`config.mk`:
```
export PLATFORM = sky130hd
export DESIGN_NAME = ber_integer_content_codec
export DESIGN_NICKNAME = d
export VERILOG_FILES = /design/src/rtl/berint_pkg.sv /design/src/rtl/berint_front.sv /design/src/rtl/berint_cmdq.sv /design/src/rtl/berint_back.sv /design/src/rtl/ber_integer_content_codec.sv
export SDC_FILE = /design/constraint.sdc
export NUM_CORES = 1
export LEC_CHECK = 0
export BUFFER_PORTS_ARGS = -buffer_cell sky130_fd_sc_hd__buf_4
export CELL_PAD_IN_SITES_DETAIL_PLACEMENT = 0
export CELL_PAD_IN_SITES_GLOBAL_PLACEMENT = 1
export CORE_ASPECT_RATIO = 1.5
export CORE_UTILIZATION = 49
export CTS_CLUSTER_SIZE = 8
export DETAILED_ROUTE_END_ITERATION = 8
export PLACE_DENSITY_LB_ADDON = 0.12
export SKIP_CTS_REPAIR_TIMING = 1
export SYNTH_ARGS = -nofsm -noshare
export SYNTH_HDL_FRONTEND = slang
export SYNTH_SLANG_ARGS = --single-unit
```
`constraint.sdc`:
```
create_clock -name clk -period 6 [get_ports clk]
set_input_delay 1.2 -clock clk [delete_from_list [all_inputs] [get_ports clk]]
set_output_delay 1.2 -clock clk [all_outputs]
set_load 0.02 [all_outputs]
```
`src/rtl/berint_pkg.sv`:
```
`default_nettype none
// ----------------------------------------------------------------------------
// berint_pkg
// Shared types and constants for the BER INTEGER content codec.
// ----------------------------------------------------------------------------
package berint_pkg;

    localparam int MAX_BYTES   = 8;
    localparam int ENC_BYTES   = 8;
    localparam int VALUE_W     = 64;
    localparam int BYTE_W      = 8;
    localparam int COUNT_W     = 4;
    localparam int IDX_W       = 3;
    localparam int CMDQ_DEPTH  = 2;
    localparam int CMDQ_PTR_W  = $clog2(CMDQ_DEPTH);
    localparam int CMDQ_CNT_W  = $clog2(CMDQ_DEPTH + 1);

    localparam logic MODE_ENCODE = 1'b0;
    localparam logic MODE_DECODE = 1'b1;

    typedef struct packed {
        logic                      mode;
        logic signed [VALUE_W-1:0] value;
        logic [BYTE_W-1:0]         data;
        logic                      last;
        logic [COUNT_W-1:0]        count;
    } cmd_t;

    typedef struct packed {
        logic [BYTE_W-1:0]         byte_val;
        logic                      last;
        logic signed [VALUE_W-1:0] value;
        logic [COUNT_W-1:0]        count;
        logic                      overflow;
    } res_t;

endpackage
`default_nettype wire

```
`src/rtl/berint_front.sv`:
```
`default_nettype none
// ----------------------------------------------------------------------------
// berint_front
// Classifies an incoming transaction and finds the minimal byte count of an
// encode value.
// ----------------------------------------------------------------------------
module berint_front
(
    input  wire logic                               mode,
    input  wire logic signed [berint_pkg::VALUE_W-1:0] value_in,
    input  wire logic [berint_pkg::BYTE_W-1:0]      byte_in,
    input  wire logic                               last_in,
    output berint_pkg::cmd_t                        cmd
);

    logic [berint_pkg::VALUE_W-1:0] uval;
    logic [berint_pkg::VALUE_W-1:0] top;
    logic [berint_pkg::COUNT_W-1:0] nbytes;

    assign uval = value_in;

    always_comb
    begin
        nbytes = berint_pkg::COUNT_W'(berint_pkg::ENC_BYTES);
        top    = '0;
        for (int n = berint_pkg::ENC_BYTES - 1; n >= 1; n--)
        begin
            top = uval >> (8 * n - 1);
            if ((top == '0) || (top == ({berint_pkg::VALUE_W{1'b1}} >> (8 * n - 1))))
            begin
                nbytes = berint_pkg::COUNT_W'(n);
            end
        end
    end

    always_comb
    begin
        cmd.mode  = mode;
        cmd.value = value_in;
        cmd.data  = byte_in;
        cmd.last  = last_in;
        cmd.count = (mode == berint_pkg::MODE_ENCODE) ? nbytes : '0;
    end

endmodule
`default_nettype wire

```
`src/rtl/berint_cmdq.sv`:
```
`default_nettype none
// ----------------------------------------------------------------------------
// berint_cmdq
// Short command queue between the front and the back.
// ----------------------------------------------------------------------------
module berint_cmdq
(
    input  wire logic             clk,
    input  wire logic             rst_n,
    input  wire logic             wr_en,
    input  wire berint_pkg::cmd_t wr_data,
    output logic                  q_full,
    input  wire logic             rd_en,
    output berint_pkg::cmd_t      rd_data,
    output logic                  q_empty
);

    berint_pkg::cmd_t                   mem [berint_pkg::CMDQ_DEPTH];
    logic [berint_pkg::CMDQ_PTR_W-1:0]  wr_ptr_reg, wr_ptr_next;
    logic [berint_pkg::CMDQ_PTR_W-1:0]  rd_ptr_reg, rd_ptr_next;
    logic [berint_pkg::CMDQ_CNT_W-1:0]  cnt_reg, cnt_next;
    logic                               do_wr, do_rd;

    assign q_full  = (cnt_reg == berint_pkg::CMDQ_CNT_W'(berint_pkg::CMDQ_DEPTH));
    assign q_empty = (cnt_reg == '0);
    assign do_wr   = wr_en && !q_full;
    assign do_rd   = rd_en && !q_empty;
    assign rd_data = mem[rd_ptr_reg];

    always_comb
    begin
        wr_ptr_next = wr_ptr_reg;
        rd_ptr_next = rd_ptr_reg;
        cnt_next    = cnt_reg;
        if (do_wr)
        begin
            wr_ptr_next = (wr_ptr_reg == berint_pkg::CMDQ_PTR_W'(berint_pkg::CMDQ_DEPTH - 1))
                          ? '0 : wr_ptr_reg + 1'b1;
        end
        if (do_rd)
        begin
            rd_ptr_next = (rd_ptr_reg == berint_pkg::CMDQ_PTR_W'(berint_pkg::CMDQ_DEPTH - 1))
                          ? '0 : rd_ptr_reg + 1'b1;
        end
        if (do_wr && !do_rd)
        begin
            cnt_next = cnt_reg + 1'b1;
        end
        else if (do_rd && !do_wr)
        begin
            cnt_next = cnt_reg - 1'b1;
        end
    end

    always_ff @(posedge clk or negedge rst_n)
    begin
        if (!rst_n)
        begin
            wr_ptr_reg <= '0;
            rd_ptr_reg <= '0;
            cnt_reg    <= '0;
        end
        else
        begin
            wr_ptr_reg <= wr_ptr_next;
            rd_ptr_reg <= rd_ptr_next;
            cnt_reg    <= cnt_next;
        end
    end

    always_ff @(posedge clk)
    begin
        if (do_wr)
        begin
            mem[wr_ptr_reg] <= wr_data;
        end
    end

endmodule
`default_nettype wire

```
`src/rtl/berint_back.sv`:
```
`default_nettype none
// ----------------------------------------------------------------------------
// berint_back
// Executes queued commands: emits encode bytes one per cycle while the output
// register is free, accumulates decode bytes, and holds the current result there.
// ----------------------------------------------------------------------------
module berint_back
(
    input  wire logic             clk,
    input  wire logic             rst_n,
    input  wire berint_pkg::cmd_t head,
    input  wire logic             head_valid,
    output logic                  head_pop,
    output berint_pkg::res_t      res,
    output logic                  res_empty,
    input  wire logic             res_pop
);

    logic [berint_pkg::VALUE_W-1:0] acc_reg, acc_next;
    logic [berint_pkg::COUNT_W-1:0] seen_reg, seen_next;
    logic                           long_reg, long_next;
    logic [berint_pkg::IDX_W-1:0]   idx_reg, idx_next;
    logic                           out_valid_reg, out_valid_next;
    berint_pkg::res_t               out_reg, out_next;

    logic [berint_pkg::VALUE_W-1:0] dec_acc;
    logic [berint_pkg::COUNT_W-1:0] dec_seen;
    logic                           dec_long;
    logic                           is_enc, out_free, fire, enc_last;
    logic [berint_pkg::IDX_W-1:0]   enc_sel;

    assign is_enc   = (head.mode == berint_pkg::MODE_ENCODE);
    assign out_free = !out_valid_reg || res_pop;
    assign enc_sel  = head.count[berint_pkg::IDX_W-1:0] - 1'b1 - idx_reg;
    assign enc_last = ({1'b0, idx_reg} == (head.count - 1'b1));
    assign fire     = head_valid && (is_enc ? out_free : (!head.last || out_free));
    assign head_pop = fire && (!is_enc || enc_last);

    always_comb
    begin
        dec_acc  = acc_reg;
        dec_seen = seen_reg;
        dec_long = long_reg;
        if (seen_reg == '0)
        begin
            dec_acc  = {{(berint_pkg::VALUE_W - berint_pkg::BYTE_W){head.data[7]}}, head.data};
            dec_seen = berint_pkg::COUNT_W'(1);
        end
        else if (seen_reg < berint_pkg::COUNT_W'(berint_pkg::MAX_BYTES))
        begin
            dec_acc  = {acc_reg[berint_pkg::VALUE_W-berint_pkg::BYTE_W-1:0], head.data};
            dec_seen = seen_reg + 1'b1;
        end
        else
        begin
            dec_long = 1'b1;
        end
    end

    always_comb
    begin
        acc_next       = acc_reg;
        seen_next      = seen_reg;
        long_next      = long_reg;
        idx_next       = idx_reg;
        out_valid_next = out_valid_reg && !res_pop;
        out_next       = out_reg;
        if (fire)
        begin
            if (is_enc)
            begin
                out_valid_next    = 1'b1;
                out_next.byte_val = head.value[enc_sel * berint_pkg::BYTE_W +: berint_pkg::BYTE_W];
                out_next.last     = enc_last;
                out_next.value    = '0;
                out_next.count    = head.count;
                out_next.overflow = 1'b0;
                idx_next          = enc_last ? '0 : idx_reg + 1'b1;
            end
            else if (head.last)
            begin
                out_valid_next    = 1'b1;
                out_next.byte_val = '0;
                out_next.last     = 1'b1;
                out_next.value    = dec_acc;
                out_next.count    = dec_seen;
                out_next.overflow = dec_long;
                acc_next          = '0;
                seen_next         = '0;
                long_next         = 1'b0;
            end
            else
            begin
                acc_next  = dec_acc;
                seen_next = dec_seen;
                long_next = dec_long;
            end
        end
    end

    always_ff @(posedge clk or negedge rst_n)
    begin
        if (!rst_n)
        begin
            acc_reg       <= '0;
            seen_reg      <= '0;
            long_reg      <= 1'b0;
            idx_reg       <= '0;
            out_valid_reg <= 1'b0;
        end
        else
        begin
            acc_reg       <= acc_next;
            seen_reg      <= seen_next;
            long_reg      <= long_next;
            idx_reg       <= idx_next;
            out_valid_reg <= out_valid_next;
        end
    end

    always_ff @(posedge clk)
    begin
        out_reg <= out_next;
    end

    assign res       = out_reg;
    assign res_empty = !out_valid_reg;

endmodule
`default_nettype wire

```
`src/rtl/ber_integer_content_codec.sv`:
```
`default_nettype none
// ----------------------------------------------------------------------------
// ber_integer_content_codec
// BER INTEGER content octet encoder and decoder, selected per transaction.
// ----------------------------------------------------------------------------
// Input side is a queue: present mode, value_in, byte_in, last_in with push;
// a transaction is taken when push is high and full is low. Mode 0 encodes
// value_in into 1 to 8 content bytes; mode 1 feeds one content byte.
// Result side is a queue: while empty is low the oldest result is on
// byte_out, last_out, value_out, byte_count and overflow; pop takes it.
// An encode yields one result per byte, most significant first, one byte per
// cycle while the output register is free; a decode byte marked last also
// waits for it, and only the byte marked last yields a result.
// The first result passes through the command queue and the output register.
// A two-entry command queue decouples the front from the back, so input is
// taken while the back emits; when pop stays low the output register holds,
// the back stalls on encode and final decode bytes, and full rises once the
// queue fills. Reset clears the queue, output valid flag and decode state.
// ----------------------------------------------------------------------------
module ber_integer_content_codec
(
    input  wire logic                                  clk,
    input  wire logic                                  rst_n,
    input  wire logic                                  push,
    output logic                                       full,
    input  wire logic                                  mode,
    input  wire logic signed [berint_pkg::VALUE_W-1:0] value_in,
    input  wire logic [berint_pkg::BYTE_W-1:0]         byte_in,
    input  wire logic                                  last_in,
    output logic                                       empty,
    input  wire logic                                  pop,
    output logic [berint_pkg::BYTE_W-1:0]              byte_out,
    output logic                                       last_out,
    output logic signed [berint_pkg::VALUE_W-1:0]      value_out,
    output logic [berint_pkg::COUNT_W-1:0]             byte_count,
    output logic                                       overflow
);

    berint_pkg::cmd_t front_cmd;
    berint_pkg::cmd_t head_cmd;
    berint_pkg::res_t res;
    logic             q_empty;
    logic             head_pop;

    berint_front u_front
    (
        .mode     (mode),
        .value_in (value_in),
        .byte_in  (byte_in),
        .last_in  (last_in),
        .cmd      (front_cmd)
    );

    berint_cmdq u_cmdq
    (
        .clk     (clk),
        .rst_n   (rst_n),
        .wr_en   (push),
        .wr_data (front_cmd),
        .q_full  (full),
        .rd_en   (head_pop),
        .rd_data (head_cmd),
        .q_empty (q_empty)
    );

    berint_back u_back
    (
        .clk        (clk),
        .rst_n      (rst_n),
        .head       (head_cmd),
        .head_valid (!q_empty),
        .head_pop   (head_pop),
        .res        (res),
        .res_empty  (empty),
        .res_pop    (pop)
    );

    assign byte_out   = res.byte_val;
    assign last_out   = res.last;
    assign value_out  = res.value;
    assign byte_count = res.count;
    assign overflow   = res.overflow;

    a_count_nonzero: assert property (@(posedge clk) disable iff (!rst_n)
        !empty |-> (byte_count != '0))
        else $error("result byte count is zero");

    a_mid_byte_clean: assert property (@(posedge clk) disable iff (!rst_n)
        (!empty && !last_out) |-> ((value_out == '0) && !overflow))
        else $error("non-final encode byte carries decode fields");

    a_overflow_full: assert property (@(posedge clk) disable iff (!rst_n)
        (!empty && overflow) |->
            (byte_count == berint_pkg::COUNT_W'(berint_pkg::MAX_BYTES)))
        else $error("overflow without full byte count");

    a_value_is_final: assert property (@(posedge clk) disable iff (!rst_n)
        (!empty && (value_out != '0)) |-> last_out)
        else $error("decoded value on non-final result");

endmodule
`default_nettype wire
```
==> impl_metrics.json, run 1 <==
{
  "synth_area_leader_cell": "edfxtp_1",
  "critPathCaptureType": "register",
  "fin_tns_setup_ns": 0,
  "drt-initial-drc-count": 493,
  "routed-wl-met3_mm": 1.50,
  "numCtsBuffers": 44,
  "maxCapViolations": 0,
  "overflow": 0,
  "slowest_delay_ns": 0.77,
  "io_pins": 158,
  "start_util": 0.499,
  "hpwl_mm": 18.9,
  "total_leakage_power_nw": 5.93,
  "max_slew_margin": 0.274,
  "critical_path.most_common_cell": "ha_1",
  "synth-xor-area-share": 0.00924,
  "drive_gt1_frac": 0.281,
  "synthMostInstantiatedCell": "edfxtp_1",
  "crit_type": "register to register",
  "area_growth_pct": 20.4,
  "grt_pass1_wl_mm": 45.5,
  "vias_per_cell": 5.70,
  "crit_slowest_cell": "dfrtp_2",
  "fin_nets": 1080,
  "synth-adder-area-share": 0.00717,
  "clk_pin_slew_ns": 0.05,
  "wl_mm": 29.2,
  "drcViolationCount": 0,
  "largest_reg_flops": 156,
  "grt_max_degree": 79,
  "critical_path.cell_chain": "buf_4 -> mux2i_1 -> ha_1 -> xnor2_1 -> or4_4 -> a21oi_2 -> inv_1 -> ha_1 -> nor2_1 -> xor2_1",
  "netlist_top_cells_count": "234 x edfxtp_1, 77 x dfrtp_1, 66 x a22o_1",
  "place_congestion": 0.790,
  "cts.sinks": 311,
  "cts_tree": "done",
  "port_buffers": 157,
  "row_count": 73,
  "hold-path-cell-count": 1,
  "antenna_found_initial": 0,
  "fmax_mhz": 267,
  "synthSimpleGateAreaFrac": 0.0778,
  "hold_path.class": "register to register",
  "vdd_ir_drop_max_mv": 0.332,
  "final.setup_skew_ns": 0.0173,
  "synth-edff-count": 234,
  "startpoint_type": "register",
  "grt_setup_unrepaired": "false",
  "timing.rr.end": "u_cmdq.cnt_reg[1]",
  "avgSynthCellArea_um2": 15.9,
  "insertion_delay_ns": 0.54,
  "worstRegToRegCells": 10,
  "wl_per_cell_um": 21.5,
  "synthesis.area_um2": 13300,
  "ys_types": 57,
  "wl_met2_mm": 15.7,
  "dr.pass1.iters": 4,
  "seq_area_frac_synth": 0.675,
  "vias": 7746,
  "dr.max_layer_used": "met4",
  "grt_usage": 0.221,
  "reg2reg_from": "u_cmdq.rd_ptr_reg",
  "final-hold-violation-count": 0,
  "yosys_warnings": 0,
  "htree_levels": 2,
  "coreArea_um2": 26600,
  "synthMuxAreaShare": 0.126,
  "synth_top_family_by_area": "multiplexers",
  "synth-async-reset-ratio": 0.248,
  "postSynthCellCount": 833,
  "worst_pin_slew_ns": 1.09,
  "postLayoutCoreUtil": 0.601,
  "yosys-top-cells-area": "edfxtp_1 53%, dfrtp_1 15%, mux4_2 5.9%",
  "holdCritStartpoint": "u_back.acc_reg[59]",
  "power_per_cell_area_nw_per_um2": 620,
  "synth_nets": 918,
  "clock-root-buffer": "clkbuf_16",
  "grt_pass1_vias": 8102,
  "synth_compound_area_frac": 0.0797,
  "ant_nets": 0,
  "cts_buffer_depth": 3,
  "routedLengthMet1_mm": 10.9,
  "synth_flop_cell": "edfxtp_1",
  "cp.arrival_ns": 4.20,
  "finalCriticalPeriod_ns": 3.75,
  "status": "complete, no violations",
  "crit_required_ns": 6.45,
  "yosys.area.top_type_share": 0.530,
  "fin_crit_sh": 0.625,
  "ys_ff_latch": 311,
  "num_antenna_cells": 0,
  "holdPathEnd": "u_back.acc_reg[59]",
  "reg2reg_slack_ns": 2.25,
  "cp_max_fo": 32,
  "die_w_um": 136,
  "final_max_slew_viol_count": 0,
  "fp.dieH_um": 204,
  "setup_viol": 0,
  "die_area_um2": 27800
}
layout make-up:
| cell class | count | area (µm²) |
|---|---|---|
| clock buffer | 72 | 1230 |
| clock inverter | 2 | 17.5 |
| fill | 2072 | 10600 |
| inverter | 12 | 45.0 |
| multi-input combinational | 456 | 4020 |
| sequential | 311 | 8960 |
| tap | 337 | 422 |
| timing repair buffer | 170 | 1280 |
critical path: cells and delay by family, from the launching register on:
kind / cells / cell delay (ns)
compound gates: 1 / 0.20
simple gates: 2 / 0.66
buf+inv: 2 / 0.66
flops: 1 / 0.77
xor+xnor: 2 / 0.28
fa+ha+maj: 2 / 0.64
mux: 1 / 0.45
logic make-up (layout without fill, tap and decap cells):
kind of cell,after synthesis,count (layout)
AO/OA/AOI/OAI,151,151
XOR/XNOR,11,11
adder cells (fa/ha/maj),7,7
buffers and inverters,66,256
flip-flops,311,311
multiplexers,112,112
AND/OR/NAND/NOR,175,175
placed cells by master (no fill, tap or decap), drive strengths merged, types with 22 or more instances in the layout:
cell      n
dfrtp    77
edfxtp  234
clkbuf   72
a21oi    61
and2     64
mux2i    63
mux4     40
nor2     22
buf     170
a22o     66
worst max-delay path by stage:
stage / to / slack, ns / depth (start not counted) / from
final: u_cmdq.cnt_reg[1] / 2.25 / 10 / u_cmdq.rd_ptr_reg
after detailed placement: u_cmdq.cnt_reg[1] / 2.16 / 10 / u_cmdq.rd_ptr_reg
after floorplan: u_back.res[0] / 0.36 / 3 / pop
after CTS: u_cmdq.cnt_reg[1] / 2.13 / 10 / u_cmdq.rd_ptr_reg
after global routing: u_cmdq.cnt_reg[1] / 1.86 / 11 / u_cmdq.rd_ptr_reg
after global placement: u_cmdq.cnt_reg[1] / 2.20 / 10 / u_cmdq.rd_ptr_reg
report_power, final:
| group | switching (mW) | internal (mW) |
|---|---|---|
| sequential | 0.398 | 3.34 |
| combinational | 2.19 | 1.74 |
| clock | 0.865 | 1.38 |
per-stage QoR:
stage	setup slack [ns]	instances	hold slack [ns]	cell area (µm²)	total power, mW
2_1_floorplan	0.362	833	0.461	13300	6.52
4_1_cts	2.13	1360	0.507	16000	10.0
3_3_place_gp	2.20	1286	0.488	14700	7.71
3_5_place_dp	2.16	1286	0.491	14700	7.76
6_report	2.25	1360	0.508	16000	9.91
5_1_grt	1.86	1360	0.537	16000	10.5
per-layer routing:
layer | vias to the layer above | track usage
li1 | 3570 | -
met1 | 3891 | 0.256
met2 | 222 | 0.390
met3 | 63 | 0.0430
met4 | 0 | 0.0980
met5 | - | 0
No activity file was read; power rests on OpenSTA's default activity.
==> inputs of run 2 (changes only) <==
--- a/config.mk
+++ b/config.mk
@@ -9,7 +9,7 @@
 export CELL_PAD_IN_SITES_DETAIL_PLACEMENT = 0
 export CELL_PAD_IN_SITES_GLOBAL_PLACEMENT = 1
 export CORE_ASPECT_RATIO = 1.5
-export CORE_UTILIZATION = 49
+export CORE_UTILIZATION = 44
 export CTS_CLUSTER_SIZE = 8
 export DETAILED_ROUTE_END_ITERATION = 8
 export PLACE_DENSITY_LB_ADDON = 0.12
==> constraint.sdc (replaced) <==
create_clock -name clk -period 3.1 [get_ports clk]
set_input_delay 0.62 -clock clk [delete_from_list [all_inputs] [get_ports clk]]
set_output_delay 0.62 -clock clk [all_outputs]
set_load 0.02 [all_outputs]
==> run 2 against run 1 <==
Effect of this change: cell area increased by 2.4%; via count up 0.85%; global-route usage decreased by 1.2 points; fmax up 34%; sequential power is 91% higher; die area up 11%; clock-buffer cell count shrank 3; clock skew rose by 0.0027 ns; core utilization down 4.8 points; flip-flop and latch count unchanged; first-iteration DRC count decreased by 27%.
==> impl_metrics.json, run 2 (same netlist as run 1, synthesis figures left out) <==
{
  "status": "complete, no violations",
  "insertion_delay_ns": 0.54,
  "cp.arrival_ns": 3.10,
  "coreArea_um2": 29600,
  "grt_max_degree": 57,
  "vias_per_cell": 5.43,
  "total_leakage_power_nw": 6.09,
  "row_count": 77,
  "hpwl_mm": 20.7,
  "crit_required_ns": 3.39,
  "clock-root-buffer": "clkbuf_16",
  "numCtsBuffers": 44,
  "worst_pin_slew_ns": 0.722,
  "ant_nets": 0,
  "finalCriticalPeriod_ns": 2.81,
  "io_pins": 158,
  "fp.dieH_um": 215,
  "layout_commonest_cell": "edfxtp_1",
  "startpoint_type": "register",
  "setup_viol": 0,
  "wl_per_cell_um": 21.4,
  "power_per_cell_area_nw_per_um2": 1200,
  "die_w_um": 144,
  "drive_gt1_frac": 0.298,
  "maxCapViolations": 0,
  "grt_usage": 0.208,
  "crit_slowest_cell": "mux4_2",
  "port_buffers": 157,
  "final-hold-violation-count": 0,
  "clk_pin_slew_ns": 0.05,
  "vias": 7812,
  "largest_reg_flops": 156,
  "worst-path-buf-inv": 3,
  "place_congestion": 0.778,
  "dr.pass1.iters": 4,
  "critPathCaptureType": "register",
  "wl_mm": 30.8,
  "hold_path.class": "input pin to asynchronous set/reset pin",
  "num_antenna_cells": 0,
  "vdd_ir_drop_max_mv": 0.540,
  "drcViolationCount": 0,
  "fin_nets": 1105,
  "final_cell_mix": "234 x edfxtp_1, 184 x buf_4, 75 x dfrtp_1",
  "fmax_mhz": 356,
  "fin_crit_sh": 0.907,
  "grt_pass1_vias": 8218,
  "critical_path.most_common_cell": "inv_1",
  "htree_levels": 2,
  "critical_path.cell_chain": "mux2i_1 -> inv_1 -> ha_1 -> inv_1 -> fa_1 -> xor2_4 -> buf_4 -> mux4_2 -> and2_1",
  "cts_tree": "done",
  "crit_type": "register to register",
  "cp_max_fo": 7,
  "grt_pass1_wl_mm": 47.6,
  "start_util": 0.449,
  "area_growth_pct": 23.3,
  "drt-initial-drc-count": 359,
  "slowest_delay_ns": 0.49,
  "antenna_found_initial": 0,
  "fin_tns_setup_ns": 0,
  "cts.sinks": 311,
  "final.setup_skew_ns": 0.0200,
  "fin_ws_ns": 0.290,
  "die_area_um2": 30900,
  "cts_buffer_depth": 3,
  "overflow": 0,
  "final_max_slew_viol_count": 0,
  "grt_setup_unrepaired": "false",
  "dp_slack_ns": 0.286,
  "cpLargestDelayFamily": "multiplexers",
  "max_slew_margin": 0.518,
  "fill_cells": 2448
}
==> run 2: cell types whose count changed in the layout (fill, tap and decap cells not counted), sizes merged <==
cell    change
buf        +25
clkbuf      -3
==> run 2: metrics by stage <==
step | instances | instance area [µm²] | power [mW] | hold slack, ns | utilization
floorplan | 833 | 13300 | 12.6 | 0.324 | -
finish | 1440 | 16400 | 19.6 | 0.112 | 0.553
detailed placement | 1369 | 15100 | 15.5 | 0.491 | 0.511
global route | 1440 | 16400 | 20.7 | 0.144 | 0.553
global placement | 1369 | 15100 | 15.4 | 0.488 | 0.511
CTS | 1440 | 16400 | 19.9 | 0.110 | 0.553
==> run 2: worst reg2reg max path: cells and delay by family (launching register included) <==
kind | cells | cell delay (ns)
fa+ha+maj | 2 | 0.61
simple gates | 1 | 0.17
mux | 2 | 0.66
flops | 1 | 0.47
xor+xnor | 1 | 0.32
buf+inv | 3 | 0.34
==> run 2: layer usage <==
layer,vias up,wire [µm],GRT usage
met5,-,0,0
met3,50,1250,0.0353
met2,184,16800,0.376
li1,3614,-,-
met1,3964,11800,0.244
met4,0,899,0.0780
==> run 2: power by group <==
group          leakage (nW)  total, mW  internal [mW]  switching, mW
Combinational          2.31       8.17           3.71           4.46
Sequential             3.19       7.14           6.43          0.711
Clock                 0.592       4.33           2.65           1.67
==> run 2: worst paths after layout <==
path | to | cells past startpoint | start | slack [ns]
min in group clk | u_cmdq.mem[1][6] | 1 | byte_in[1] | 0.26
worst min register to register | u_back.acc_reg[57] | 1 | u_back.acc_reg[57] | 0.51
worst min-delay path | u_back.acc_reg[28] | 1 | rst_n | 0.11
max in group asynchronous | u_back.acc_reg[51] | 2 | rst_n | 2.35
worst max-delay path | u_back.res[75] | 9 | u_cmdq.rd_ptr_reg | 0.29
worst max register to register | u_back.res[75] | 9 | u_cmdq.rd_ptr_reg | 0.29
==> run 2: cell type report <==
type                            count  area, µm²  area share
Clock inverter                      2       17.5     0.00107
Inverter                           12       45.0     0.00275
Clock buffer                       69       1220      0.0744
Multi-Input combinational cell    456       4020       0.246
Timing Repair Buffer              195       1600      0.0979
Sequential cell                   311       8960       0.548
Tap cell                          395        494      0.0302
==> inputs of run 3 (changes only) <==
--- a/config.mk
+++ b/config.mk
@@ -9,9 +9,10 @@
 export CELL_PAD_IN_SITES_DETAIL_PLACEMENT = 0
 export CELL_PAD_IN_SITES_GLOBAL_PLACEMENT = 1
 export CORE_ASPECT_RATIO = 1.5
-export CORE_UTILIZATION = 44
+export CORE_UTILIZATION = 53
 export CTS_CLUSTER_SIZE = 8
 export DETAILED_ROUTE_END_ITERATION = 8
+export MAX_ROUTING_LAYER = met4
 export PLACE_DENSITY_LB_ADDON = 0.12
 export SKIP_CTS_REPAIR_TIMING = 1
 export SYNTH_ARGS = -nofsm -noshare
==> constraint.sdc (replaced) <==
create_clock -name clk -period 3.5 [get_ports clk]
set_input_delay 0.7 -clock clk [delete_from_list [all_inputs] [get_ports clk]]
set_output_delay 0.7 -clock clk [all_outputs]
set_load 0.02 [all_outputs]
==> run 3 against run 2 <==
Effect of this change: non-clock buffer count down 21; die area shrank 17%; core utilization rose by 10 points; cell area shrank 1.8%; total power is 13% lower; first-iteration DRC count up 35%; sequential power decreased by 11%; largest cell class unchanged; flip-flop and latch count did not move; critical endpoint is now u_back.res[72].
==> impl_metrics.json, run 3 (same netlist as run 1, synthesis figures left out) <==
{
  "status": "complete, no violations",
  "setup_viol": 0,
  "clock-root-buffer": "clkbuf_16",
  "cts.sinks": 311,
  "p_comb_frac": 0.401,
  "fin_nets": 1084,
  "startpoint_type": "register",
  "crit_required_ns": 3.79,
  "cts_buffer_depth": 3,
  "fin_ws_ns": 0.480,
  "power.internal_mw": 11.2,
  "fill_cells": 1798,
  "fmax_mhz": 331,
  "fin_tns_setup_ns": 0,
  "cp.arrival_ns": 3.31,
  "vias": 7991,
  "overflow": 0,
  "grt_setup_unrepaired": "false",
  "regArea_um2": 8960,
  "netSwitchingPower_mw": 6.01,
  "grt_usage": 0.251,
  "vias_per_cell": 5.88,
  "antenna_found_initial": 0,
  "final.setup_skew_ns": 0.00946,
  "clk_pin_slew_ns": 0.05,
  "final-hold-violation-count": 0,
  "fp.dieH_um": 196,
  "drive_gt1_frac": 0.280,
  "reg2reg_slack_ns": 0.48,
  "multi_input_area_um2": 4020,
  "row_count": 70,
  "drcViolationCount": 0,
  "whs_ns": 0.323,
  "vdd_ir_drop_max_mv": 0.556,
  "area_growth_pct": 21.0,
  "dp_slack_ns": 0.460,
  "drt-initial-drc-count": 485,
  "insertion_delay_ns": 0.54,
  "die_w_um": 131,
  "final_max_slew_viol_count": 0,
  "htree_levels": 2,
  "grt_pass1_vias": 8435,
  "final_cell_mix": "234 x edfxtp_1, 170 x buf_4, 75 x dfrtp_1",
  "finalCriticalPeriod_ns": 3.02,
  "cts_tree": "done",
  "grt_pass1_wl_mm": 47.4,
  "switching_share": 0.350,
  "num_antenna_cells": 0,
  "postLayoutCoreUtil": 0.655,
  "layout_commonest_cell": "edfxtp_1",
  "wl_mm": 30.3,
  "hpwl_mm": 20.2,
  "ant_nets": 0,
  "largest_reg_flops": 156,
  "final_cells": 1359,
  "crit_type": "register to register",
  "maxCapViolations": 0,
  "grt_max_degree": 79,
  "worst_pin_slew_ns": 1.03,
  "start_util": 0.541,
  "max_slew_margin": 0.311,
  "coreArea_um2": 24500,
  "die_area_um2": 25700,
  "power_per_cell_area_nw_per_um2": 1070,
  "wl_per_cell_um": 22.3,
  "reg2reg_from": "u_cmdq.rd_ptr_reg",
  "startpoint": "u_cmdq.rd_ptr_reg",
  "io_pins": 158,
  "hold_path.class": "input pin to asynchronous set/reset pin",
  "cp_max_fo": 32,
  "dr.pass1.iters": 5,
  "total_leakage_power_nw": 5.97,
  "fin_crit_sh": 0.863,
  "clockPowerShare": 0.228,
  "place_congestion": 0.931,
  "critPathCaptureType": "register",
  "numCtsBuffers": 44,
  "sequentialPowerShare": 0.371,
  "port_buffers": 157,
  "placed_cells": 1277
}
==> run 3: cell types whose count changed in the layout (fill, tap and decap cells not counted) <==
cell and change:
and3_2 +1, and3_4 -1, buf_12 -7, buf_4 -14, clkbuf_1 +11
==> run 3: final timing paths <==
kind,cells past startpoint,to
worst max-delay path,7,u_back.res[72]
max in group asynchronous,1,u_back.seen_reg[3]
worst min register to register,1,u_back.acc_reg[62]
min in group clk,1,u_cmdq.mem[1][15]
worst max register to register,7,u_back.res[72]
worst min-delay path,1,u_back.acc_reg[17]
==> run 3: metal layers <==
metal  vias up  global-route usage  routed length, µm
li1       3589                   -                  -
met1      4034               0.267              10600
met2       291               0.454              17000
met3        77              0.0406               1460
met4         0               0.117               1250
met5         -                   -                  0
==> run 3: layout make-up <==
cell class,count,area share
Clock inverter,2,0.00109
Clock buffer,80,0.0783
Sequential cell,311,0.558
Multi-Input combinational cell,456,0.250
Timing Repair Buffer,174,0.0845
Inverter,12,0.00280
Tap cell,324,0.0252
==> run 3: worst max-delay path, cell delays in order, from the launching register on <==
cell,delay [ns]
dfrtp_2,0.52
mux2i_1,0.37
inv_1,0.08
ha_1,0.31
buf_4,0.39
mux4_2,0.40
mux4_1,0.51
and2_1,0.17
==> run 3: stage by stage <==
stage	instance area [µm²]	power (mW)
after floorplan	13300	11.1
after global placement	14800	13.2
after detailed placement	14800	13.4
after CTS	16100	17.3
after global routing	16100	18.1
final	16100	17.2
==> run 3: power groups by stage <==
stage,sequential (mW),combinational [mW],clock (mW)
2_1_floorplan,6.83,4.30,0
3_5_place_dp,6.44,6.94,0
5_1_grt,6.49,7.44,4.13
6_report,6.37,6.89,3.91
4_1_cts,6.38,6.98,3.97
3_3_place_gp,6.38,6.78,0
